### src/rtl/nnsb_pkg.sv
// ============================================================================
// nnsb_pkg
// Shared types and constants for the nearest-neighbor scale blit.
// ============================================================================
package nnsb_pkg;

    localparam int POS_W  = 12;
    localparam int CH_W   = 8;
    localparam int CFG_DW = 13;
    localparam int REL_W  = POS_W + 2;

    localparam logic [CH_W-1:0] ALPHA_OPAQUE = 8'hFF;

    typedef enum logic {
        REQ_LOAD = 1'b0,
        REQ_COMP = 1'b1
    } t_req;

    typedef enum logic [2:0] {
        CFG_SRC_W    = 3'd0,
        CFG_SRC_H    = 3'd1,
        CFG_CANVAS_C = 3'd2,
        CFG_CANVAS_R = 3'd3,
        CFG_TGT_W    = 3'd4,
        CFG_TGT_H    = 3'd5,
        CFG_OFF_X    = 3'd6,
        CFG_OFF_Y    = 3'd7
    } t_cfg_idx;

    localparam logic [8:0]        RST_SRC_W    = 9'd256;
    localparam logic [8:0]        RST_SRC_H    = 9'd256;
    localparam logic [POS_W-1:0]  RST_CANVAS_C = 12'd640;
    localparam logic [POS_W-1:0]  RST_CANVAS_R = 12'd480;
    localparam logic [POS_W-1:0]  RST_TGT_W    = 12'd640;
    localparam logic [POS_W-1:0]  RST_TGT_H    = 12'd480;
    localparam logic [CFG_DW-1:0] RST_OFF      = 13'd0;

    typedef struct packed {
        t_req             req_type;
        logic [POS_W-1:0] pos_x;
        logic [POS_W-1:0] pos_y;
        logic [CH_W-1:0]  in_red;
        logic [CH_W-1:0]  in_green;
        logic [CH_W-1:0]  in_blue;
        logic [CH_W-1:0]  in_alpha;
    } t_in_beat;

    typedef struct packed {
        logic [CH_W-1:0] out_red;
        logic [CH_W-1:0] out_green;
        logic [CH_W-1:0] out_blue;
        logic [CH_W-1:0] out_alpha;
        logic            covered;
    } t_out_beat;

    typedef struct packed {
        logic [8:0]               src_w;
        logic [8:0]               src_h;
        logic [POS_W-1:0]         canvas_c;
        logic [POS_W-1:0]         canvas_r;
        logic [POS_W-1:0]         tgt_w;
        logic [POS_W-1:0]         tgt_h;
        logic signed [CFG_DW-1:0] off_x;
        logic signed [CFG_DW-1:0] off_y;
    } t_cfg;

    typedef struct packed {
        logic             vld;
        t_req             req;
        logic             wr_ok;
        logic             hit;
        logic [CH_W-1:0]  red;
        logic [CH_W-1:0]  green;
        logic [CH_W-1:0]  blue;
        logic [CH_W-1:0]  alpha;
        logic [POS_W-1:0] pos_x;
        logic [POS_W-1:0] pos_y;
    } t_meta;

endpackage

### src/rtl/nnsb_front.sv
// ============================================================================
// nnsb_front
// Offset, clipping and scale-product stages for both axes.
// ============================================================================
module nnsb_front #(
    parameter int MAX_SRC_W = 256,
    parameter int MAX_SRC_H = 256,
    parameter int SB        = 9,
    parameter int PW        = 21
) (
    input  logic                i_clk,
    input  logic                i_rst_n,
    input  logic                i_en,
    input  logic                i_vld,
    input  nnsb_pkg::t_in_beat  i_beat,
    input  nnsb_pkg::t_cfg      i_cfg,
    input  logic [SB-1:0]       i_src_w,
    input  logic [SB-1:0]       i_src_h,
    output nnsb_pkg::t_meta     o_meta,
    output logic [PW-1:0]       o_prod_x,
    output logic [PW-1:0]       o_prod_y
);
    nnsb_pkg::t_meta                   n_m1;
    nnsb_pkg::t_meta                   r_m1;
    nnsb_pkg::t_meta                   n_m2;
    nnsb_pkg::t_meta                   r_m2;
    logic [nnsb_pkg::REL_W-1:0]        n_rel_x;
    logic [nnsb_pkg::REL_W-1:0]        n_rel_y;
    logic [nnsb_pkg::REL_W-1:0]        r_rel_x;
    logic [nnsb_pkg::REL_W-1:0]        r_rel_y;
    logic                              w_hit_x;
    logic                              w_hit_y;
    logic [PW-1:0]                     r_prod_x;
    logic [PW-1:0]                     r_prod_y;

    always_comb begin
        n_m1.vld   = i_vld;
        n_m1.req   = i_beat.req_type;
        n_m1.wr_ok = (int'(i_beat.pos_x) < MAX_SRC_W) && (int'(i_beat.pos_y) < MAX_SRC_H);
        n_m1.hit   = (i_beat.pos_x < i_cfg.canvas_c) && (i_beat.pos_y < i_cfg.canvas_r);
        n_m1.red   = i_beat.in_red;
        n_m1.green = i_beat.in_green;
        n_m1.blue  = i_beat.in_blue;
        n_m1.alpha = i_beat.in_alpha;
        n_m1.pos_x = i_beat.pos_x;
        n_m1.pos_y = i_beat.pos_y;
        n_rel_x = {2'b00, i_beat.pos_x} - {i_cfg.off_x[nnsb_pkg::CFG_DW-1], i_cfg.off_x};
        n_rel_y = {2'b00, i_beat.pos_y} - {i_cfg.off_y[nnsb_pkg::CFG_DW-1], i_cfg.off_y};
    end

    assign w_hit_x = !r_rel_x[nnsb_pkg::REL_W-1] &&
                     (r_rel_x[nnsb_pkg::REL_W-2:0] < {1'b0, i_cfg.tgt_w});
    assign w_hit_y = !r_rel_y[nnsb_pkg::REL_W-1] &&
                     (r_rel_y[nnsb_pkg::REL_W-2:0] < {1'b0, i_cfg.tgt_h});

    always_comb begin
        n_m2     = r_m1;
        n_m2.hit = r_m1.hit && w_hit_x && w_hit_y;
    end

    always_ff @(posedge i_clk) begin
        if (!i_rst_n) begin
            r_m1 <= '0;
            r_m2 <= '0;
        end else if (i_en) begin
            r_m1 <= n_m1;
            r_m2 <= n_m2;
        end
    end

    always_ff @(posedge i_clk) begin
        if (i_en) begin
            r_rel_x  <= n_rel_x;
            r_rel_y  <= n_rel_y;
            r_prod_x <= PW'(r_rel_x[nnsb_pkg::POS_W-1:0]) * PW'(i_src_w);
            r_prod_y <= PW'(r_rel_y[nnsb_pkg::POS_W-1:0]) * PW'(i_src_h);
        end
    end

    assign o_meta   = r_m2;
    assign o_prod_x = r_prod_x;
    assign o_prod_y = r_prod_y;
endmodule

### config.mk
export PLATFORM = sky130hd
export DESIGN_NAME = nnsb_front
export DESIGN_NICKNAME = d
export VERILOG_FILES = /design/src/rtl/nnsb_pkg.sv /design/src/rtl/nnsb_front.sv
export SDC_FILE = /design/constraint.sdc
export NUM_CORES = 1
export LEC_CHECK = 0
export BUFFER_PORTS_ARGS = -buffer_cell sky130_fd_sc_hd__buf_2
export CORE_MARGIN = 1
export CORE_UTILIZATION = 30
export CTS_CLUSTER_SIZE = 12
export DETAILED_ROUTE_END_ITERATION = 16
export SLEW_MARGIN = 25
export SYNTH_ARGS = -nofsm -noshare
export SYNTH_HDL_FRONTEND = slang
export SYNTH_SLANG_ARGS = --single-unit
### constraint.sdc
create_clock -name i_clk -period 6 [get_ports i_clk]
set_input_delay 0.3 -clock i_clk [delete_from_list [all_inputs] [get_ports i_clk]]
set_output_delay 0.3 -clock i_clk [all_outputs]
set_load 0.05 [all_outputs]
# == Yosys cells after proc, flatten, opt, wreduce, memory -nomap -nowiden ==
# Cells that the tools add are included.
# op_classes
bitwise,0
div_mod_pow,0
mul,2
n_mux,0
n_lt_le_gt_ge,6
n_addsub,2
reduce_logical,8
eq_ne,0
n_shift,0
# ops
operator,count
multiplier 12 x 9 -> 21 bit,2
subtractor 13 x 13 -> 14 bit,2
less-than comparator 13 x 12 -> 1 bit,2
less-than comparator 12 bit,2
"less-than comparator 12 x 9 -> 1 bit, second input constant",2
logical AND 1 bit,6
logical NOT 1 bit,2
# totals
elab_cells,42
latchBits,0
in_bits,171
ram_bits,0
mem_count,0
regBits,190
rom_bits,0

# == Longest topological paths before layout ==
# Gate-level depths: netlist of run 1.
# logic_depth
word_depth,4
depth_mapped,17
depth_no_buf,16

# == Worst setup path after synthesis of run 1 ==
# No wires, ideal clock.
# synth_path
path_type,input to register
startpoint,input i_src_w[8]
endpoint,"register r_prod_x[19] (netlist: o_prod_x[19]), data pin"
arrival_ps,4226
stages,16
path_slack_ps,1513
path_buffers,1
path_cell_list,clkbuf_1 nand2_1 fa_1 fa_1 inv_1 fa_1 inv_1 fa_1 inv_1 ha_1 a21o_1 o21bai_4 o31ai_4 o31ai_2 a311oi_2 xnor2_1
# synth_via
elab_chain_len,1
# synth_lines
item,line_no,text
start: declaration,nnsb_front.sv:17,"input logic [SB-1:0] i_src_w,"
multiplier 12 x 9 -> 21 bit,nnsb_front.sv:75,r_prod_x <= PW'(r_rel_x[nnsb_pkg::POS_W-1:0]) * PW'(i_src_w);
end signal: assignment,nnsb_front.sv:75,
end: declaration,nnsb_front.sv:33,logic [PW-1:0] r_prod_x;
# No other way between the ends.
# A chain may end at the register's enable or synchronous reset.

# == Final worst setup path of run 1 ==
# layout_path
startpoint,register r_rel_y[2] (netlist name)
endpoint,"register r_prod_y[18] (netlist: o_prod_y[18]), data pin"
# layout_via
elab_chain_len,1
# layout_lines
item,line_no,text
start: declaration,nnsb_front.sv:30,logic [nnsb_pkg::REL_W-1:0] r_rel_y;
start signal: assignment,nnsb_front.sv:74,r_rel_y <= n_rel_y;
multiplier 12 x 9 -> 21 bit,nnsb_front.sv:76,r_prod_y <= PW'(r_rel_y[nnsb_pkg::POS_W-1:0]) * PW'(i_src_h);
end signal: assignment,nnsb_front.sv:76,
end: declaration,nnsb_front.sv:34,logic [PW-1:0] r_prod_y;
# No other way between the ends.

==> results of run 1 <==
[worst max-delay path: stages (launching register included)]
cell      delay [ps]
edfxtp_1         630
nand2_1          150
fa_1             520
fa_1             540
inv_1             50
fa_1             530
inv_1             50
fa_1             520
inv_1             50
ha_1             360
nand3_1          120
nand2_1           60
o21ai_0          450
a31oi_1          180
a211oi_1         340
xnor2_1          100
[path summary, 6_finish.rpt]
kind | to | cells after the start | slack (ps) | from
setup reg to reg | o_prod_y[18] | 15 | 1100 | r_rel_y[2]
setup / recovery | o_prod_y[18] | 15 | 1100 | r_rel_y[2]
hold / removal | n_m2[39] | 3 | 70 | i_beat[15]
hold reg to reg | o_meta[56] | 2 | 500 | o_meta[56]
[cells in the final DEF, fill, tap and decap left out, types with 39 or more instances in the layout]
master    synthesis  layout
a21oi_1          39      39
nor2b_1         127     127
edfxtp_1         70      70
ha_1            150     150
nand2_1         108     108
mux2i_1         117     117
dfxtp_1         120     120
and2_1          128     128
fa_1            144     144
inv_1           277     277
buf_2            12     253
[cell type report]
class | count | area share (%)
Inverter | 277 | 5.71
Multi-Input combinational cell | 1072 | 54.5
Antenna cell | 6 | 0.0824
Tap cell | 680 | 4.67
Sequential cell | 190 | 24.7
Clock inverter | 13 | 0.673
Timing Repair Buffer | 257 | 7.16
Clock buffer | 19 | 2.49
[power groups by stage]
| stage | logic (mW) | clock network [mW] | registers (mW) |
|---|---|---|---|
| final | 5.54 | 1.16 | 1.95 |
| after global routing | 6.31 | 1.25 | 1.97 |
| after CTS | 5.61 | 1.21 | 1.95 |
| after detailed placement | 5.56 | 0 | 1.98 |
| after global placement | 5.48 | 0 | 1.98 |
| after floorplan | 3.97 | 0 | 2.43 |
[per-layer routing]
metal / routed length, um / vias up / GRT usage, %
li1: - / 5582 / -
met1: 17100 / 5474 / 18.4
met2: 17700 / 276 / 24.4
met3: 3010 / 58 / 5.68
met4: 646 / 22 / 4.76
met5: 138 / - / 0
[sequential cells by signal, summed over array words and instances, names as in the netlist]
name,count
n_m2,59
r_rel_y,14
o_prod_y,21
o_prod_x,21
o_meta,60
r_m1,1
r_rel_x,14
[per-stage QoR]
| stage | instances | util (%) | power, mW |
|---|---|---|---|
| global placement | 2476 | 34.3 | 7.45 |
| CTS | 2508 | 35.4 | 8.77 |
| floorplan | 1585 | - | 6.39 |
| detailed placement | 2476 | 34.3 | 7.54 |
| finish | 2514 | 35.4 | 8.64 |
| global route | 2511 | 35.4 | 9.53 |
[kinds of logic after synthesis]
| kind of cell | Yosys count | share of synthesized area, % |
|---|---|---|
| DFF | 190 | 28.8 |
| xor gates and xnor gates | 47 | 2.63 |
| AOI/OAI and AO/OA | 166 | 7.12 |
| and+or+nand+nor | 448 | 15.7 |
| muxes | 117 | 7.48 |
| adders and majority gates | 294 | 30.4 |
| buffers and inverters | 323 | 7.84 |
==> metrics.md, run 1 <==
| Metric | Value |
|---|---|
| Outcome | finished, final reports clean |
| Routability cong. | 0.812 |
| Layout cell share with drive strength beyond 1 | approximately 16% |
| Top cell type's share of synthesized area | approximately 18% |
| Clock skew | about 22 ps |
| First drt pass iteration count | 5 |
| Vias in the first global route | around 12000 |
| WL/cell | between 15 and 20 um |
| DRC Markers | 0 |
| Grt ovf | 0 |
| Post-CTS setup buffer count | 0 |
| Die Area | around 53000 um^2 |
| Top_reg_cell synth | dfxtp_1 |
| Mapped Cells | roughly 1600 |
| NumNets Final | ~2300 |
| Post-CTS resize count | 0 |
| Worst EP required | ~6200 ps |
| Hold Crit Class | in -> reg |
| Synth cell types | 55 |
| Max-slew violations | 0 |
| Vias/cell | between 4 and 5 |
| Synth top area cells | fa_1 (18%), dfxtp_1 (15%), edfxtp_1 (13%) |
| Fmax | roughly 0.20 GHz |
| Initial antenna violation count | 19 |
| Clock tree buffer depth | 2 |
| H-tree depth | 4 |
| Worst Setup End Kind | flop |
| Worst skew pair latency | between 400 and 500 ps |
| Design area | between 15000 and 20000 um^2 |
| Multi-input logic area | roughly 9900 um^2 |
| Setup Viol. Count Final | 0 |
| Place WS | about 1100 ps |
| Final ANT Viol Nets | 0 |
| Setup WS post-layout | 1100 ps |
| Cts bufs inserted | 17 |
| Register area share after synthesis | between 20 and 30% |
| Hold slack | approximately 71 ps |
| Seq pwr share | between 20% and 30% |
| Post-synthesis async set-or-reset flop share | 0% |
| Sink Count | between 150 and 200 |
| Clock group share of total power | roughly 13% |
| Max-cap violations | 0 |
| Setup repair after global routing missed its margin | no |
| Final setup TNS | 0 ps |
| Cts hold-fix bufs | 0 |
| Commonest cells post-synth | inv_1 (277), ha_1 (150), fa_1 (144), and2_1 (128), nor2b_1 (127) |
| First-pass GRT wire length | 62400 um |
| Min Clock Period, post-route | ~4900 ps |
| DP Area | 17600 um^2 |
| Vias post-DR | 11400 |
| Worst-path fanout max | 10 |
| Port Buf Inserts | about 250 |
| Syn Nets | roughly 2100 |
| Core footprint | a little over 50000 um^2 |
| Average size of a mapped cell | 9.88 um^2 |
| Internal | 4.64 mW |
| Lkg Pwr | between 9 and 10 nW |
| Final period utilization | 81.6% |
| Post-synth EDFFs | 70 |
| Total GRT Usage | approximately 15% |
| Routed wire length | between 30000 and 40000 um |
| Count leader, synth | inv_1 |
| Die Wd | roughly 230 um |
| Clock transition at path regs | 70 ps |
| Hpwl dp | around 31000 um |
| Ys Warns | 0 |
| I/O pins | roughly 270 |
| Die Span Y | 230 um |
| Critical setup path kind | reg -> reg |
| Synth Cell Area | between 15000 and 20000 um^2 |
| Area taken by flip-flops and latches | about 4500 um^2 |
| Initial Utilization | 30.4% |
| Peak supply drop | around 0.00031 V |
| Logic pwr share | 64.1% |
| Worst-Margin Slew | 966 ps |
| Largest net degree at the start of global routing | just under 100 |
| Pwr/cell area | 474 nW/um^2 |
| # rows | 83 |
| Arrival time at the worst endpoint | approximately 5100 ps |
| TritonCTS clock tree | yes |
| Area grow syn2layout | 16.3% |
| Sw Ratio | between 40 and 50% |
| Area leader, netlist | fa_1 |
| Rel. slew slack | a little over a third |
| Hold Vio Cnt, Final | 0 |
| CTS root buffer | clkbuf_16 |
| Critical Path Start Type | flop |
| Net Sw Power | approximately 4 mW |
| Fillers | 5291 |
| DRT iter0 DRCs | between 300 and 400 |
| Synthesized flop and latch total | 190 |
No activity file was read; power rests on OpenSTA's default activity.
==> run 2: changes to the inputs <==
==> constraint.sdc (replaced) <==
create_clock -name i_clk -period 4.95 [get_ports i_clk]
set_input_delay 0.2475 -clock i_clk [delete_from_list [all_inputs] [get_ports i_clk]]
set_output_delay 0.2475 -clock i_clk [all_outputs]
set_load 0.05 [all_outputs]
==> run 2 against run 1 <==
Critical path depth stayed put. First-iteration DRC count up 37%. Routed wire length rose by 1.3%. Power is 23% higher. Sequential cell count did not move. Cell count is 1.7% higher. Largest cell class unchanged. Largest power group unchanged. Global-route usage increased by 0.16 points. Non-clock buffer count grew 47. Hold slack worse by 27 ps.
==> metrics.md, run 2 (synthesis gave the netlist of run 1 again) <==
| Metric | Value |
|---|---|
| Outcome | finished, final reports clean (unchanged) |
| Worst-path fanout max | 10 (unchanged) |
| Final ANT Viol Nets | 0 (unchanged) |
| CP Buf/Inv Count | 3 (unchanged) |
| Vias in the first global route | 12000 (about the same) |
| Cts bufs inserted | 17 (unchanged) |
| Final setup TNS | 0 ps (unchanged) |
| Largest net degree at the start of global routing | 102 (was 98) |
| Clock skew | 11.7 ps (was 22.3 ps) |
| Worst Setup End Kind | flop (unchanged) |
| WP depth | 15 (unchanged) |
| Fmax | 0.210 GHz (was 0.204 GHz) |
| Crit-path cells | nand2_1 -> fa_1 -> fa_1 -> inv_1 -> fa_1 -> inv_1 -> fa_1 -> inv_1 -> ha_1 -> a21o_1 -> o21bai_4 -> o31ai_4 -> o31ai_2 -> a311oi_2 -> xnor2_1 (was nand2_1 -> fa_1 -> fa_1 -> inv_1 -> fa_1 -> inv_1 -> fa_1 -> inv_1 -> ha_1 -> nand3_1 -> nand2_1 -> o21ai_0 -> a31oi_1 -> a211oi_1 -> xnor2_1) |
| Most common cell after layout, fill and taps aside | inv_1 (unchanged) |
| Final period utilization | 96.2% (was 81.6%) |
| Total GRT Usage | 15.2% (was 15.1%) |
| Largest register FFs | 60 (unchanged) |
| NumNets Final | 2327 (was 2280) |
| Arrival time at the worst endpoint | 4990 ps (was 5130 ps) |
| Die Span Y | 230 um (unchanged) |
| Layout cell share with drive strength beyond 1 | 17.0% (was 16.4%) |
| Max-slew violations | 0 (unchanged) |
| Critical setup path kind | reg -> reg (unchanged) |
| Slowest cell delay on critical path | 570 ps (was 630 ps) |
| Max-cap violations | 0 (unchanged) |
| Crit path max-delay cell type | edfxtp_1 (unchanged) |
| # rows | 83 (unchanged) |
| Area grow syn2layout | 19.1% (was 16.3%) |
| Clock tree buffer depth | 2 (unchanged) |
| Die Area | 53100 um^2 (unchanged) |
| Peak supply drop | 0.000446 V (was 0.000313 V) |
| Family with the most delay on the worst path | adder cells (unchanged) |
| Port Buf Inserts | 254 (unchanged) |
| Worst skew pair latency | 480 ps (was 490 ps) |
| Lkg Pwr | 9.31 nW (was 9.08 nW) |
| Critical Path Start Type | flop (unchanged) |
| Worst-Margin Slew | 816 ps (was 966 ps) |
| TritonCTS clock tree | yes (unchanged) |
| Initial Utilization | 30.4% (unchanged) |
| Sink Count | 190 (unchanged) |
| Overall power | 10.6 mW (was 8.64 mW) |
| DRT iter0 DRCs | 516 (was 377) |
| R2R cell count | 15 (unchanged) |
| I/O pins | 273 (unchanged) |
| Setup repair after global routing missed its margin | no (unchanged) |
| Post-CTS resize count | 0 (unchanged) |
| Worst EP required | 5180 ps (was 6230 ps) |
| Grt ovf | 0 (unchanged) |
| Routability cong. | 0.803 (was 0.812) |
| Hold Vio Cnt, Final | 0 (unchanged) |
| H-tree depth | 4 (unchanged) |
| Initial antenna violation count | 20 (was 19) |
| Clock transition at path regs | 80 ps (was 70 ps) |
| Rel. slew slack | 45.4% (was 35.6%) |
| CTS root buffer | clkbuf_16 (unchanged) |
| Setup Viol. Count Final | 0 (unchanged) |
| DRC Markers | 0 (unchanged) |
| Die Wd | 230 um (unchanged) |
| Worst hold path depth | 3 (unchanged) |
| First drt pass iteration count | 4 (was 5) |
| Vias/cell | 4.51 (was 4.54) |
| Core footprint | 51400 um^2 (unchanged) |
| First-pass GRT wire length | 63000 um (was 62400 um) |
| Commonest non-fill, non-tap cells in the layout | inv_1 (277), buf_2 (253), ha_1 (150) (unchanged) |
| Most frequent CP cell | fa_1 (unchanged) |
| WL/cell | 15.3 um (was 15.4 um) |
| Min Clock Period, post-route | 4760 ps (was 4900 ps) |
| Routed wire length | 39200 um (was 38700 um) |
| Hold slack | 43.4 ps (was 70.9 ps) |
| Vias post-DR | 11500 (was 11400) |
| Hold Crit Class | in -> reg (unchanged) |
| Hpwl dp | 31700 um (was 31300 um) |
| Pwr/cell area | 571 nW/um^2 (was 474 nW/um^2) |
## run 2: cell types whose count changed in the layout (fill, tap and decap cells not counted), sizes merged
cell / before / now
bufinv: 0 / 2
diode: 6 / 4
inv: 283 / 282
clkbuf: 19 / 20
clkinv: 5 / 3
buf: 257 / 279
clkinvlp: 2 / 0
dlygate4sd3: 0 / 24
## run 2: stage by stage
| step | instances | worst slack, ps | util [%] | cell area, um^2 |
|---|---|---|---|---|
| final | 2556 | 190 | 36.3 | 18600 |
| after global routing | 2553 | 2.10 | 36.3 | 18600 |
| after CTS | 2540 | 141 | 36.1 | 18500 |
| after detailed placement | 2487 | 152 | 34.5 | 17700 |
| after global placement | 2487 | 215 | 34.5 | 17700 |
| after floorplan | 1585 | 516 | - | 15700 |
## run 2: layout make-up
| type | count | area (um^2) |
|---|---|---|
| clock inverter | 10 | 126 |
| inverter | 277 | 1040 |
| fill | 5164 | 32800 |
| tap | 680 | 851 |
| clock buffer | 19 | 464 |
| sequential | 190 | 4500 |
| multi-input combinational | 1072 | 9920 |
| timing repair buffer | 304 | 1730 |
| antenna | 4 | 10.0 |
## run 2: where the power goes
| group | switching [mW] | internal [mW] |
|---|---|---|
| Clock | 0.663 | 0.788 |
| Combinational | 4.05 | 2.81 |
| Sequential | 0.134 | 2.19 |
## run 2: timing repair
action / 4_1_cts / 5_1_grt
buffers inserted: 0 / 12
setup endpoints to repair: 0 / 4
endpoints found under the hold margin: 24 / 0
hold buffers: 24 / 0
## run 2: final timing paths
path	from	endpoint	slack, ps
min reg2reg	o_meta[56]	o_meta[56]	490
max reg2reg	r_rel_x[2]	o_prod_x[19]	190
max	r_rel_x[2]	o_prod_x[19]	190
min	i_beat[7]	n_m2[31]	40
## run 2: tightest hold or removal path, cell delays in order
cell and delay [ps]:
buf_2 70, mux2i_1 60, nor2b_1 100
## run 2: layer usage
layer  track usage, %  wire length (um)  vias to the layer above
met3             5.60              2920                       54
met1             19.0             17500                     5520
li1                 -                 -                     5670
met4             4.74               613                       26
met5                0               156                        -
met2             24.4             18000                      247
