==> src/rtl/nnsb_pkg.sv <==
// ============================================================================
// nnsb_pkg
// Shared types and constants for the nearest-neighbor scale blit.
// ============================================================================
package nnsb_pkg;

    localparam int POS_W  = 12;
    localparam int CH_W   = 8;
    localparam int CFG_DW = 13;
    localparam int REL_W  = POS_W + 2;

    localparam logic [CH_W-1:0] ALPHA_OPAQUE = 8'hFF;

    typedef enum logic {
        REQ_LOAD = 1'b0,
        REQ_COMP = 1'b1
    } t_req;

    typedef enum logic [2:0] {
        CFG_SRC_W    = 3'd0,
        CFG_SRC_H    = 3'd1,
        CFG_CANVAS_C = 3'd2,
        CFG_CANVAS_R = 3'd3,
        CFG_TGT_W    = 3'd4,
        CFG_TGT_H    = 3'd5,
        CFG_OFF_X    = 3'd6,
        CFG_OFF_Y    = 3'd7
    } t_cfg_idx;

    localparam logic [8:0]        RST_SRC_W    = 9'd256;
    localparam logic [8:0]        RST_SRC_H    = 9'd256;
    localparam logic [POS_W-1:0]  RST_CANVAS_C = 12'd640;
    localparam logic [POS_W-1:0]  RST_CANVAS_R = 12'd480;
    localparam logic [POS_W-1:0]  RST_TGT_W    = 12'd640;
    localparam logic [POS_W-1:0]  RST_TGT_H    = 12'd480;
    localparam logic [CFG_DW-1:0] RST_OFF      = 13'd0;

    typedef struct packed {
        t_req             req_type;
        logic [POS_W-1:0] pos_x;
        logic [POS_W-1:0] pos_y;
        logic [CH_W-1:0]  in_red;
        logic [CH_W-1:0]  in_green;
        logic [CH_W-1:0]  in_blue;
        logic [CH_W-1:0]  in_alpha;
    } t_in_beat;

    typedef struct packed {
        logic [CH_W-1:0] out_red;
        logic [CH_W-1:0] out_green;
        logic [CH_W-1:0] out_blue;
        logic [CH_W-1:0] out_alpha;
        logic            covered;
    } t_out_beat;

    typedef struct packed {
        logic [8:0]               src_w;
        logic [8:0]               src_h;
        logic [POS_W-1:0]         canvas_c;
        logic [POS_W-1:0]         canvas_r;
        logic [POS_W-1:0]         tgt_w;
        logic [POS_W-1:0]         tgt_h;
        logic signed [CFG_DW-1:0] off_x;
        logic signed [CFG_DW-1:0] off_y;
    } t_cfg;

    typedef struct packed {
        logic             vld;
        t_req             req;
        logic             wr_ok;
        logic             hit;
        logic [CH_W-1:0]  red;
        logic [CH_W-1:0]  green;
        logic [CH_W-1:0]  blue;
        logic [CH_W-1:0]  alpha;
        logic [POS_W-1:0] pos_x;
        logic [POS_W-1:0] pos_y;
    } t_meta;

endpackage

==> src/rtl/nnsb_div.sv <==
// ============================================================================
// nnsb_div
// Pipelined restoring divider, one quotient bit per stage.
// ============================================================================
module nnsb_div #(
    parameter int QW = 8,
    parameter int PW = 21
) (
    input  logic                       i_clk,
    input  logic                       i_en,
    input  logic [PW-1:0]              i_dividend,
    input  logic [nnsb_pkg::POS_W-1:0] i_divisor,
    output logic [QW-1:0]              o_quot
);
    logic [PW-1:0] r_rem  [QW];
    logic [QW-1:0] r_quot [QW];

    for (genvar k = 0; k < QW; k++) begin : g_stage
        logic [PW-1:0] w_prev;
        logic [QW-1:0] w_pq;
        logic [PW-1:0] w_dsh;
        logic          w_ge;
        logic [PW-1:0] n_rem;
        logic [QW-1:0] n_quot;

        if (k == 0) begin : g_first
            assign w_prev = i_dividend;
            assign w_pq   = '0;
        end else begin : g_next
            assign w_prev = r_rem[k-1];
            assign w_pq   = r_quot[k-1];
        end

        assign w_dsh = PW'(i_divisor) << (QW - 1 - k);
        assign w_ge  = w_prev >= w_dsh;

        always_comb begin
            n_rem  = w_ge ? (w_prev - w_dsh) : w_prev;
            n_quot = w_pq;
            n_quot[QW-1-k] = w_ge;
        end

        always_ff @(posedge i_clk) begin
            if (i_en) begin
                r_rem[k]  <= n_rem;
                r_quot[k] <= n_quot;
            end
        end
    end

    assign o_quot = r_quot[QW-1];
endmodule

==> config.mk <==
export PLATFORM = sky130hd
export DESIGN_NAME = nnsb_div
export DESIGN_NICKNAME = d
export VERILOG_FILES = /design/src/rtl/nnsb_pkg.sv /design/src/rtl/nnsb_div.sv
export SDC_FILE = /design/constraint.sdc
export NUM_CORES = 1
export LEC_CHECK = 0
export ABC_AREA = 1
export BUFFER_PORTS_ARGS = -buffer_cell sky130_fd_sc_hd__buf_2
export CAP_MARGIN = 0
export CORE_UTILIZATION = 50
export CTS_CLUSTER_SIZE = 14
export DETAILED_ROUTE_END_ITERATION = 16
export GPL_ROUTABILITY_DRIVEN = 0
export PLACE_DENSITY = 0.77
export SETUP_SLACK_MARGIN = 0.2
export SLEW_MARGIN = 15
export SYNTH_ARGS = -nofsm -noshare
export SYNTH_HDL_FRONTEND = slang
export SYNTH_SLANG_ARGS = --single-unit
==> constraint.sdc <==
create_clock -name i_clk -period 3.3 [get_ports i_clk]
set_input_delay 0.66 -clock i_clk [delete_from_list [all_inputs] [get_ports i_clk]]
set_output_delay 0.66 -clock i_clk [all_outputs]
set_load 0.05 [all_outputs]
## Word level (Yosys, flattened, before mapping)

Memories as Yosys holds them, arrays and structs flattened.
Index checks and enable logic that the tools add are counted.

| word-level totals | value |
|---|---|
| output and inout bits | 8 |
| memory bits (read-only) | 0 |
| RAM bits | 232 |
| input bits | 35 |
| latch bits | 0 |
| memories | 2 |
| logic and storage cells | 28 |
| bits in registers | 0 |

| operators by class | value |
|---|---|
| multipliers | 0 |
| div/mod/pow operators | 0 |
| shift operators | 0 |
| equal/unequal tests | 0 |
| $add $sub $neg | 8 |
| reductions and logical operators | 0 |
| muxes and demuxes | 10 |
| magnitude comparators | 8 |
| bitwise gates (word level) | 0 |

Memories:

| name | words | width | rd ports | clocked after Yosys merged registers in | wr ports | RTL line | text |
|---|---|---|---|---|---|---|---|
| r_rem | 8 | 21 | 7 | 0 | 8 | nnsb_div.sv:15 | `logic [PW-1:0] r_rem [QW];` |
| r_quot | 8 | 8 | 8 | 0 | 8 | nnsb_div.sv:16 | `logic [QW-1:0] r_quot [QW];` |

Operators by type and width:

| kind | number |
|---|---|
| $mux 21 | 8 |
| $ge 21x12->1 | 1 |
| $ge 21x13->1 | 1 |
| $ge 21x14->1 | 1 |
| $ge 21x15->1 | 1 |
| $ge 21x16->1 | 1 |
| $ge 21x17->1 | 1 |
| $ge 21x18->1 | 1 |
| $ge 21x19->1 | 1 |
| $sub 21x12->21 | 1 |
| $sub 21x13->21 | 1 |
| $sub 21x14->21 | 1 |
| $sub 21x15->21 | 1 |
| $sub 21x16->21 | 1 |
| $sub 21x17->21 | 1 |
| $sub 21x18->21 | 1 |
| $sub 21x19->21 | 1 |
| $mux 1 | 2 |

## Depth between registers and ports, before layout

Gate-level depths: netlist (run 1).
An unclocked memory read counts as a cell.

| logic depth | value |
|---|---|
| depth in word-level cells | 3 |
| gate-level depth with buffers | 14 |

## Least setup slack after synthesis (run 1)

No wires, ideal clock.

| timing path | value |
|---|---|
| path kind | input-to-reg |
| start point | input port i_dividend[7] |
| end point | memory r_rem[0][15] (data pin) |
| setup slack | 0.892 ns |
| arrival time | 2.152 ns |
| stages on the path | 12 |
| setup time | 0.256 ns |
| buffers on the path | 1 |
| path through | inv_1 -> ha_1 -> fa_1 -> inv_1 -> nand3_1 -> nand2_1 -> nand2_1 -> nand2_1 -> nand3_2 -> nand3_2 -> buf_6 -> o21ai_1 |

RTL lines:

| element | RTL line | text |
|---|---|---|
| from (decl) | nnsb_div.sv:11 | `input logic [PW-1:0] i_dividend,` |
| to (decl) | nnsb_div.sv:15 |  |

==> metrics.yaml, run 1 <==
yosys:
  post_synth_most_frequent_cells: "576 x nand2_1, 238 x inv_1, 183 x edfxtp_1"
  synth_area_leaders: "edfxtp_1 40%, nand2_1 16%, ha_1 8.8%"
  yosysUniqueCellTypes: 43
  synth_largest_area_cell: "edfxtp_1"
  netlist_instances: 1744
  ys_ff_latch: 183
  yosysMostFrequentCell: "nand2_1"
  syn_avg_cell_area_um2: 7.78
  yosysTopAreaCellShare_pct: 40.5
  syn_nets: 1882
  synth_edf_count: 183
  ys.warnings.count: 0
  ys.flop_type: "edfxtp_1"
  ys_seq_area_share_pct: 40.5
  synth_area_mm2: 0.0136
  async_reset_ff_share_pct: 0
critical_path:
  rr_worst_depth: 12
  cp.required_ns: 3.49
  endpoint_kind: "register"
  path_class: "in -> reg"
  cp.arrival_ns: 2.83
  startpoint_type: "input port"
  worstPathMaxFanout: 22
placed_design:
  hpwl_um: 25700
  placed_cell_area_mm2: 0.0142
  dp_cells: 2127
  dp_slack_ns: 0.274
  portBuffers: 42
power_and_ir_drop:
  power.total_mw: 10.1
  p_leak_nw: 7.02
  ir_worst_vdd_v: 0.000387
  power_density_mw_per_mm2: 682
routing:
  firstDrtPassIters: 5
  vias: 11800
  antenna_left: 0
  drt-initial-drc-count: 1022
  wl_um: 33200
  wl_per_cell_um: 15.4
  avgViaCountPerCell: 5.45
  drc: 0
job:
  maxCapViolCount: 0
outcome:
  status: "finished, final reports clean"
finish:
  final_util_pct: 56.3
  area_growth_pct: 9.32
  n_antenna_cell: 0
  final_layout_size_suffix_gt1_share_pct: 9.76
  fin_nets: 1949
  nFillCells: 2327
  fin_cells: 2159
  design_area_mm2: 0.0148
die:
  ios: 43
  dieArea_mm2: 0.0278
  coreArea_mm2: 0.0264
  row_count: 59
  die_h_um: 167
  start_util_pct: 51.5
  die_w_um: 167
clocking:
  htreeDepth: 4
  cts_sinks: 183
  cts_repair_resize_count: 0
  clockBufferDepth: 2
  cts_made_buffers: 17
  cts-root-buf: "clkbuf_16"
  cts_hold_buf: 0
  cts_tree: "done"
  clkTransAtPathRegs_ns: 0.08
  post_cts_buffers: 0
  insertion_delay_ns: 0.45
min_path:
  hp-class: "in -> reg"
  hold_path_depth: 1
sta:
  period_share_pct: 79.7
  hold_viol_final: 0
  slew_violations: 0
  totalNegativeSetupSlack_ns: 0
  hold_slack_ns: 0.399
  layout_min_cycle_time_ns: 2.63
  max_clock_freq_mhz: 380
  worst_slew_pin_slew_ns: 0.653
  rsz0062_at_grt: "false"
  clock_skew_ns: 0.0132
  setup_viol: 0
  setup_ws_ns: 0.669
  max_slew_margin_pct: 56.5
global_route:
  grt_usage_pct: 24.5
  antenna_found_initial: 0
  grt_pass1_wl_um: 54000
  grt_max_degree: 74
  globalRoute.totalOverflow: 0
  grt_pass1_vias: 11200
-- power breakdown --
group / internal [mW] / switching, mW / leakage, nW
Clock: 1.16 / 0.968 / 0.296
Combinational: 1.58 / 2.73 / 4.96
Sequential: 3.30 / 0.387 / 1.76
Total: 6.04 / 4.08 / 7.02
-- cell usage in the layout (no fill, tap or decap), types with 4 or more instances in the layout --
cell type,Yosys,layout
nor2_2,6,6
nand3_1,122,122
and2_1,6,6
nor3_1,16,16
edfxtp_1,183,183
ha_1,96,96
buf_4,5,20
inv_8,0,5
o21ai_0,44,44
o21ai_1,13,13
nand2_2,14,14
clkbuf_16,0,17
nand3b_1,9,9
inv_6,1,6
o21bai_1,7,7
a21o_1,4,4
xnor2_1,25,25
fa_1,7,7
nand3_2,7,7
inv_2,8,8
inv_1,238,238
a21oi_1,66,66
a21oi_2,16,16
o21ai_2,15,15
buf_2,2,41
nand2_1,576,576
nand4_1,34,34
xor2_1,28,28
nor2_1,164,164
-- flip-flops by register name (all words and copies together) (netlist names) --
signal / cells
r_rem: 147
r_quot: 36
-- metal layers --
layer	part of all wire (%)	vias to the layer above	global-route usage, %	wire [µm]
met5	0	-	0	0
met4	4.7	0	12.1	1570
met3	6.2	98	3.90	2070
met2	46	428	40.4	15400
met1	43	5375	31.3	14200
li1	-	5855	-	-
-- final timing paths --
check / startpoint / to / slack (ns)
worst min register to register: r_quot[1][15]$_DFFE_PP_ / r_quot[1][23]$_DFFE_PP_ / 0.41
worst max-delay path: i_divisor[7] / r_rem[1][34]$_DFFE_PP_ / 0.67
worst max register to register: r_rem[1][22]$_DFFE_PP_ / r_rem[1][45]$_DFFE_PP_ / 0.76
worst min-delay path: i_dividend[3] / r_rem[0][3]$_DFFE_PP_ / 0.40
-- final cells by class --
type | instances | area, µm² | share of cell area (%)
Inverter | 248 | 938 | 6.32
Timing Repair Buffer | 64 | 409 | 2.76
Tap cell | 335 | 419 | 2.82
Clock inverter | 14 | 176 | 1.19
Clock buffer | 18 | 429 | 2.89
Multi-Input combinational cell | 1297 | 6970 | 47.0
Sequential cell | 183 | 5500 | 37.0
-- worst max-delay path, cell delays in order --
cell	delay (ns)
buf_2	0.10
inv_1	0.44
ha_1	0.31
nand2_1	0.07
inv_1	0.09
nand2_1	0.11
nor2_1	0.11
nand2_1	0.06
nand3_1	0.12
nand2_1	0.09
nand2_2	0.30
inv_2	0.19
nand2_1	0.11
nand2_1	0.06
-- cells by family (layout without fill, tap and decap cells) --
group                      after synthesis  in the layout  share of synthesized area, %
buffers and inverters                  264            344                          8.16
AOI/OAI and AO/OA                      168            168                          7.31
DFF                                    183            183                          40.5
and+or+nand+nor                        973            973                          30.8
adders and majority gates              103            103                          9.88
xor gates and xnor gates                53             53                          3.42
No activity file was read; power rests on OpenSTA's default activity.
==> inputs of run 2 (changes only) <==
--- a/config.mk
+++ b/config.mk
@@ -5,14 +5,14 @@
 export SDC_FILE = /design/constraint.sdc
 export NUM_CORES = 1
 export LEC_CHECK = 0
-export ABC_AREA = 1
+export ABC_AREA = 0
 export BUFFER_PORTS_ARGS = -buffer_cell sky130_fd_sc_hd__buf_2
 export CAP_MARGIN = 0
 export CORE_UTILIZATION = 50
 export CTS_CLUSTER_SIZE = 14
 export DETAILED_ROUTE_END_ITERATION = 16
 export GPL_ROUTABILITY_DRIVEN = 0
-export PLACE_DENSITY = 0.77
+export PLACE_DENSITY = 0.78
 export SETUP_SLACK_MARGIN = 0.2
 export SLEW_MARGIN = 15
 export SYNTH_ARGS = -nofsm -noshare
==> constraint.sdc (replaced) <==
create_clock -name i_clk -period 2.6 [get_ports i_clk]
set_input_delay 0.52 -clock i_clk [delete_from_list [all_inputs] [get_ports i_clk]]
set_output_delay 0.52 -clock i_clk [all_outputs]
set_load 0.05 [all_outputs]
==> run 2 against run 1 <==
The flow now finishes with violations (negative setup slack). Largest power group unchanged. Synthesized cell count decreased by 39%. Cell count down 18%. Critical endpoint is now r_rem[0][62]$_DFFE_PP_. Clock skew grew 0.0095 ns. Global-route usage up 5.1 points. Via count shrank 0.83%. First-iteration DRC count is 4.9% lower. Register-to-register slack got worse by 1.3 ns. Die area is 15% lower.
==> metrics.yaml, run 2 <==
die:
  die_h_um: 153
  coreArea_mm2: 0.0226
  die_w_um: 153
  ios: 43
  start_util_pct: 50.8
  row_count: 55
  dieArea_mm2: 0.0236
finish:
  final_layout_size_suffix_gt1_share_pct: 51.6
  final_util_pct: 79.6
  largest_reg_flops: 147
  design_area_mm2: 0.0180
  fin_nets: 1614
  top_regs: "r_rem (147), r_quot (36)"
  layout_common_cells: "285 x buf_4, 183 x edfxtp_1, 74 x buf_6"
  regMostFlops: "r_rem"
  n_antenna_cell: 0
  mostFrequentLayoutCell: "buf_4"
  area_growth_pct: 56.5
critical_path:
  cp.required_ns: 2.91
  path_class: "reg -> reg"
  endpoint_kind: "register"
  cp.arrival_ns: 3.45
  worstPathMaxFanout: 6
  startpoint_type: "register"
routing:
  vias: 11700
  wl_per_cell_um: 25.4
  drc: 0
  wl_um: 45100
  firstDrtPassIters: 7
  antenna_left: 0
  drt-initial-drc-count: 972
  avgViaCountPerCell: 6.57
sta:
  slew_violations: 0
  layout_min_cycle_time_ns: 3.14
  period_share_pct: 121
  worst_slew_pin_slew_ns: 1.02
  hold_slack_ns: 0.250
  setup_ws_ns: -0.544
  max_clock_freq_mhz: 318
  clock_skew_ns: 0.0228
  rsz0062_at_grt: "true"
  max_slew_margin_pct: 30.1
  setup_viol: 92
  totalNegativeSetupSlack_ns: -16.36
  hold_viol_final: 0
placed_design:
  portBuffers: 42
  dp_slack_ns: -0.512
  placed_cell_area_mm2: 0.0144
  hpwl_um: 21300
global_route:
  grt_usage_pct: 29.6
  grt_pass1_vias: 11000
  grt_pass1_wl_um: 54500
  globalRoute.totalOverflow: 0
  grt_max_degree: 56
  antenna_found_initial: 0
power_and_ir_drop:
  power_density_mw_per_mm2: 907
  ir_worst_vdd_v: 0.000521
  p_leak_nw: 7.26
yosys:
  yosysUniqueCellTypes: 73
  syn_avg_cell_area_um2: 10.8
  post_synth_most_frequent_cells: "183 x edfxtp_1, 96 x ha_1, 95 x nor2_1"
  yosysTopAreaCellShare_pct: 47.9
  syn_nets: 1199
  ys.flop_type: "edfxtp_1"
  ys_ff_latch: 183
  yosysMostFrequentCell: "edfxtp_1"
  synth_edf_count: 183
  netlist_instances: 1061
  ys.warnings.count: 0
  synth_area_mm2: 0.0115
  async_reset_ff_share_pct: 0
  synth_area_leaders: "edfxtp_1 48%, ha_1 10%, a21oi_1 3.9%"
  synth_largest_area_cell: "edfxtp_1"
  ys_seq_area_share_pct: 47.9
clocking:
  cts_sinks: 183
  cts_made_buffers: 17
  cts-root-buf: "clkbuf_16"
  htreeDepth: 4
  clkTransAtPathRegs_ns: 0.09
  cts_tree: "done"
  insertion_delay_ns: 0.47
  clockBufferDepth: 2
outcome:
  violations: "negative setup slack"
  status: "complete, but fails checks"
job:
  maxCapViolCount: 0
min_path:
  hp-class: "in -> reg"
run 2: cell count changes in the layout (fill, tap and decap cells not counted), sizes merged, moves of 12 or more:
cell	change
nand2	-512
buf	+351
inv	-211
nand3	-113
nor2	-78
nand4	-22
mux2	+21
nand2b	+19
xnor2	+18
a21o	+17
o21a	+14
xor2	+14
a31oi	+13
nor2b	+12
run 2: power breakdown:
| group | switching, mW | leakage, nW | internal [mW] |
|---|---|---|---|
| clock | 1.34 | 0.286 | 1.28 |
| combinational | 4.43 | 5.22 | 4.35 |
| sequential | 0.631 | 1.76 | 4.27 |
| total | 6.40 | 7.26 | 9.90 |
run 2: final cells by class:
class	count	area (µm²)
clock buffers	17	425
clock inverters	15	159
fillers	1075	4610
inverters	47	208
multi-input cells	808	7650
flip-flops and latches	183	5500
well taps	285	357
repair buffers	419	3660
run 2: worst max-delay path, stage by stage, from the launching register on:
cell,delay [ns]
edfxtp_1,0.56
ha_1,0.29
a21o_1,0.21
buf_4,0.15
and3_1,0.26
a211o_1,0.31
a41o_1,0.31
a311oi_1,0.62
nand3_2,0.17
o21ai_2,0.10
run 2: cells by family after synthesis:
group | share of synthesized area (%)
adder cells (fa/ha/maj) | 11.7
AO/OA/AOI/OAI | 15.5
multiplexers | 2.36
AND/OR/NAND/NOR | 13.6
buffers and inverters | 2.42
XOR/XNOR | 6.49
flip-flops | 47.9
run 2: metrics by stage:
stage,total power [mW],instances
3_5_place_dp,10.6,1636
6_report,16.3,1774
4_1_cts,14.0,1725
5_1_grt,16.9,1774
2_1_floorplan,8.29,1061
3_3_place_gp,10.4,1636
run 2: path summary, 6_finish.rpt:
kind	slack, ns	cells past startpoint	start	endpoint
max	-0.54	9	r_rem[0][29]$_DFFE_PP_	r_rem[0][62]$_DFFE_PP_
min reg2reg	0.42	0	r_quot[1][13]$_DFFE_PP_	r_quot[1][21]$_DFFE_PP_
max reg2reg	-0.54	9	r_rem[0][29]$_DFFE_PP_	r_rem[0][62]$_DFFE_PP_
min	0.25	1	i_dividend[6]	r_rem[0][6]$_DFFE_PP_
run 2: what timing repair did:
action                                  4_1_cts  5_1_grt
cloned                                        3        4
pin swaps                                    87       92
hold buffers                                  0        0
gates resized for setup                     198      249
endpoints found under the setup margin      117      122
setup buffers                                54       45
run 2: metal layers:
layer  part of all wire, %  up-vias  GRT usage [%]  routed length (µm)
met1                    32     5607           29.5               14400
met3                   8.1      361           5.24                3670
met4                   9.7        0           16.1                4390
met5                     0        -              0                   0
li1                      -     4837              -                   -
met2                    50      853           57.7               22600
==> inputs of run 3 (changes only) <==
--- a/config.mk
+++ b/config.mk
@@ -8,11 +8,10 @@
 export ABC_AREA = 0
 export BUFFER_PORTS_ARGS = -buffer_cell sky130_fd_sc_hd__buf_2
 export CAP_MARGIN = 0
-export CORE_UTILIZATION = 50
+export CORE_UTILIZATION = 40
 export CTS_CLUSTER_SIZE = 14
 export DETAILED_ROUTE_END_ITERATION = 16
-export GPL_ROUTABILITY_DRIVEN = 0
-export PLACE_DENSITY = 0.78
+export PLACE_DENSITY = 0.67
 export SETUP_SLACK_MARGIN = 0.2
 export SLEW_MARGIN = 15
 export SYNTH_ARGS = -nofsm -noshare
==> run 3 against run 2 <==
The run still ends with negative setup slack left. First-iteration DRC count down 37%. Cell count up 3.2%. Final area down 3.4%. Combinational power down 15%. Register-to-register slack better by 0.14 ns. Sequential power down 2%. Maximum frequency up 4.5%. Critical path depth up 2. Sequential share of layout area up 1.1 points. Via count down 16%. Utilization down 18 points.
==> metrics.yaml, run 3 (synthesis results as in run 2) <==
sta:
  period_share_pct: 116
  hold_viol_final: 0
  setup_viol: 47
  layout_min_cycle_time_ns: 3.01
  max_slew_margin_pct: 61.9
  slew_violations: 0
  worst_slew_pin_slew_ns: 0.566
  rsz0062_at_grt: "true"
  setup_ws_ns: -0.408
  max_clock_freq_mhz: 332
  clock_skew_ns: 0.0152
power_and_ir_drop:
  p_leak_nw: 6.88
  power_density_mw_per_mm2: 856
  power.total_mw: 14.8
  ir_worst_vdd_v: 0.000605
critical_path:
  cp.required_ns: 2.79
  reg2reg_slack_ns: -0.41
  rr_worst_depth: 11
  r2r_start: "r_rem[0][26]$_DFFE_PP_"
  startpoint_type: "register"
  path_class: "reg -> reg"
  worstPathMaxFanout: 9
  reg2reg_to: "r_rem[0][56]$_DFFE_PP_"
  endpoint_kind: "register"
  cp.arrival_ns: 3.20
clocking:
  cts_tree: "done"
  htreeDepth: 4
  clockBufferDepth: 2
  cts-root-buf: "clkbuf_16"
  insertion_delay_ns: 0.45
  clkTransAtPathRegs_ns: 0.08
  cts_sinks: 183
  cts_made_buffers: 17
  cts_hold_buf: 0
min_path:
  hp-class: "in -> reg"
  min_from: "i_dividend[0]"
  min_delay_worst_endpoint: "r_rem[0][0]$_DFFE_PP_"
  hold_path_depth: 1
finish:
  top_regs: "r_rem (147), r_quot (36)"
  fin_nets: 1577
  n_antenna_cell: 0
  area_growth_pct: 51.1
  largest_reg_flops: 147
  fin_cells: 1830
  mostFrequentLayoutCell: "buf_4"
  regMostFlops: "r_rem"
  final_layout_size_suffix_gt1_share_pct: 47.2
  layout_common_cells: "271 x buf_4, 183 x edfxtp_1, 66 x nor2_1"
die:
  dieArea_mm2: 0.0294
  start_util_pct: 41.0
  coreArea_mm2: 0.0280
  row_count: 61
  die_h_um: 171
  die_w_um: 171
  ios: 43
job:
  maxCapViolCount: 0
global_route:
  grt_pass1_vias: 9922
  globalRoute.totalOverflow: 0
  grt_pass1_wl_um: 46800
  grt_max_degree: 56
  antenna_found_initial: 0
  grt_usage_pct: 20.5
routing:
  drc: 0
  wl_um: 31600
  avgViaCountPerCell: 5.36
  vias: 9816
  antenna_left: 0
  wl_per_cell_um: 17.2
  firstDrtPassIters: 7
  drt-initial-drc-count: 616
outcome:
  status: "complete, but fails checks"
  violations: "negative setup slack"
placed_design:
  portBuffers: 42
  gp_congestion: 0.964
  hpwl_um: 21300
  dp_cells: 1729
-- run 3: cell types whose count changed in the layout (fill, tap and decap cells not counted), moves of 5 or more --
| cell | delta |
|---|---|
| nand2_1 | +10 |
| buf_4 | -14 |
| nand2_4 | -7 |
| o21ai_1 | +11 |
| nor2_4 | -5 |
| o21ai_2 | -8 |
| buf_6 | -25 |
-- run 3: how the worst max path moves through the flow --
stage	end	slack, ns	cells past startpoint	from
floorplan	r_rem[0][56]$_DFFE_PP_	-0.34	10	i_divisor[1]
finish	r_rem[0][56]$_DFFE_PP_	-0.41	11	r_rem[0][26]$_DFFE_PP_
global route	r_rem[0][51]$_DFFE_PP_	-0.48	11	r_rem[0][26]$_DFFE_PP_
global placement	r_rem[0][40]$_DFFE_PP_	-0.61	11	i_divisor[5]
CTS	r_rem[0][48]$_DFFE_PP_	-0.31	11	r_rem[0][26]$_DFFE_PP_
detailed placement	r_rem[0][40]$_DFFE_PP_	-0.53	11	i_divisor[5]
-- run 3: area by class of cell --
class / instances / area [µm²]
Fill cell: 2116 / 10700
Multi-Input combinational cell: 808 / 7310
Sequential cell: 183 / 5500
Timing Repair Buffer: 382 / 3270
Tap cell: 378 / 473
Clock buffer: 17 / 425
Inverter: 47 / 205
Clock inverter: 15 / 159
-- run 3: critical path: stages, from the launching register on --
cell and delay [ns]:
edfxtp_1 0.42, inv_2 0.09, ha_4 0.12, inv_2 0.04
fa_2 0.39, a21o_1 0.19, a221o_1 0.39, a21oi_2 0.22
nor2_2 0.07, or3b_4 0.39, buf_6 0.15, mux2_4 0.28
-- run 3: layer usage --
layer  GRT usage, %  vias up  wire (µm)
met5              0        -          0
met4           7.65        0       1020
met3           2.72       73       1030
met2           40.7      237      17400
met1           21.6     4752      12100
li1               -     4754          -
-- run 3: metrics by stage --
step | setup slack, ns | cell area [µm²] | setup TNS [ns] | hold WS (ns) | util, %
final | -0.408 | 17300 | -6.57 | 0.258 | 61.9
after global routing | -0.477 | 17300 | -11.08 | 0.249 | 61.9
after CTS | -0.311 | 16000 | -4.16 | 0.249 | 57.2
after detailed placement | -0.525 | 14600 | -48.25 | 0.405 | 52.0
after global placement | -0.607 | 14600 | -44.16 | 0.400 | 52.0
after floorplan | -0.343 | 11900 | -5.42 | 0.400 | -
-- run 3: repair_timing --
action / 4_1_cts / 5_1_grt
pin swaps: 68 / 85
buffers inserted: 23 / 38
endpoints found under the setup margin: 121 / 122
gates cloned: 2 / 6
resized for setup: 153 / 203
-- run 3: where the power goes --
group          leakage (nW)  switching, mW  total, mW  internal, mW
Sequential             1.76          0.527       4.79          4.26
Clock                 0.280           1.31       2.59          1.29
Combinational          4.85           3.55       7.46          3.92
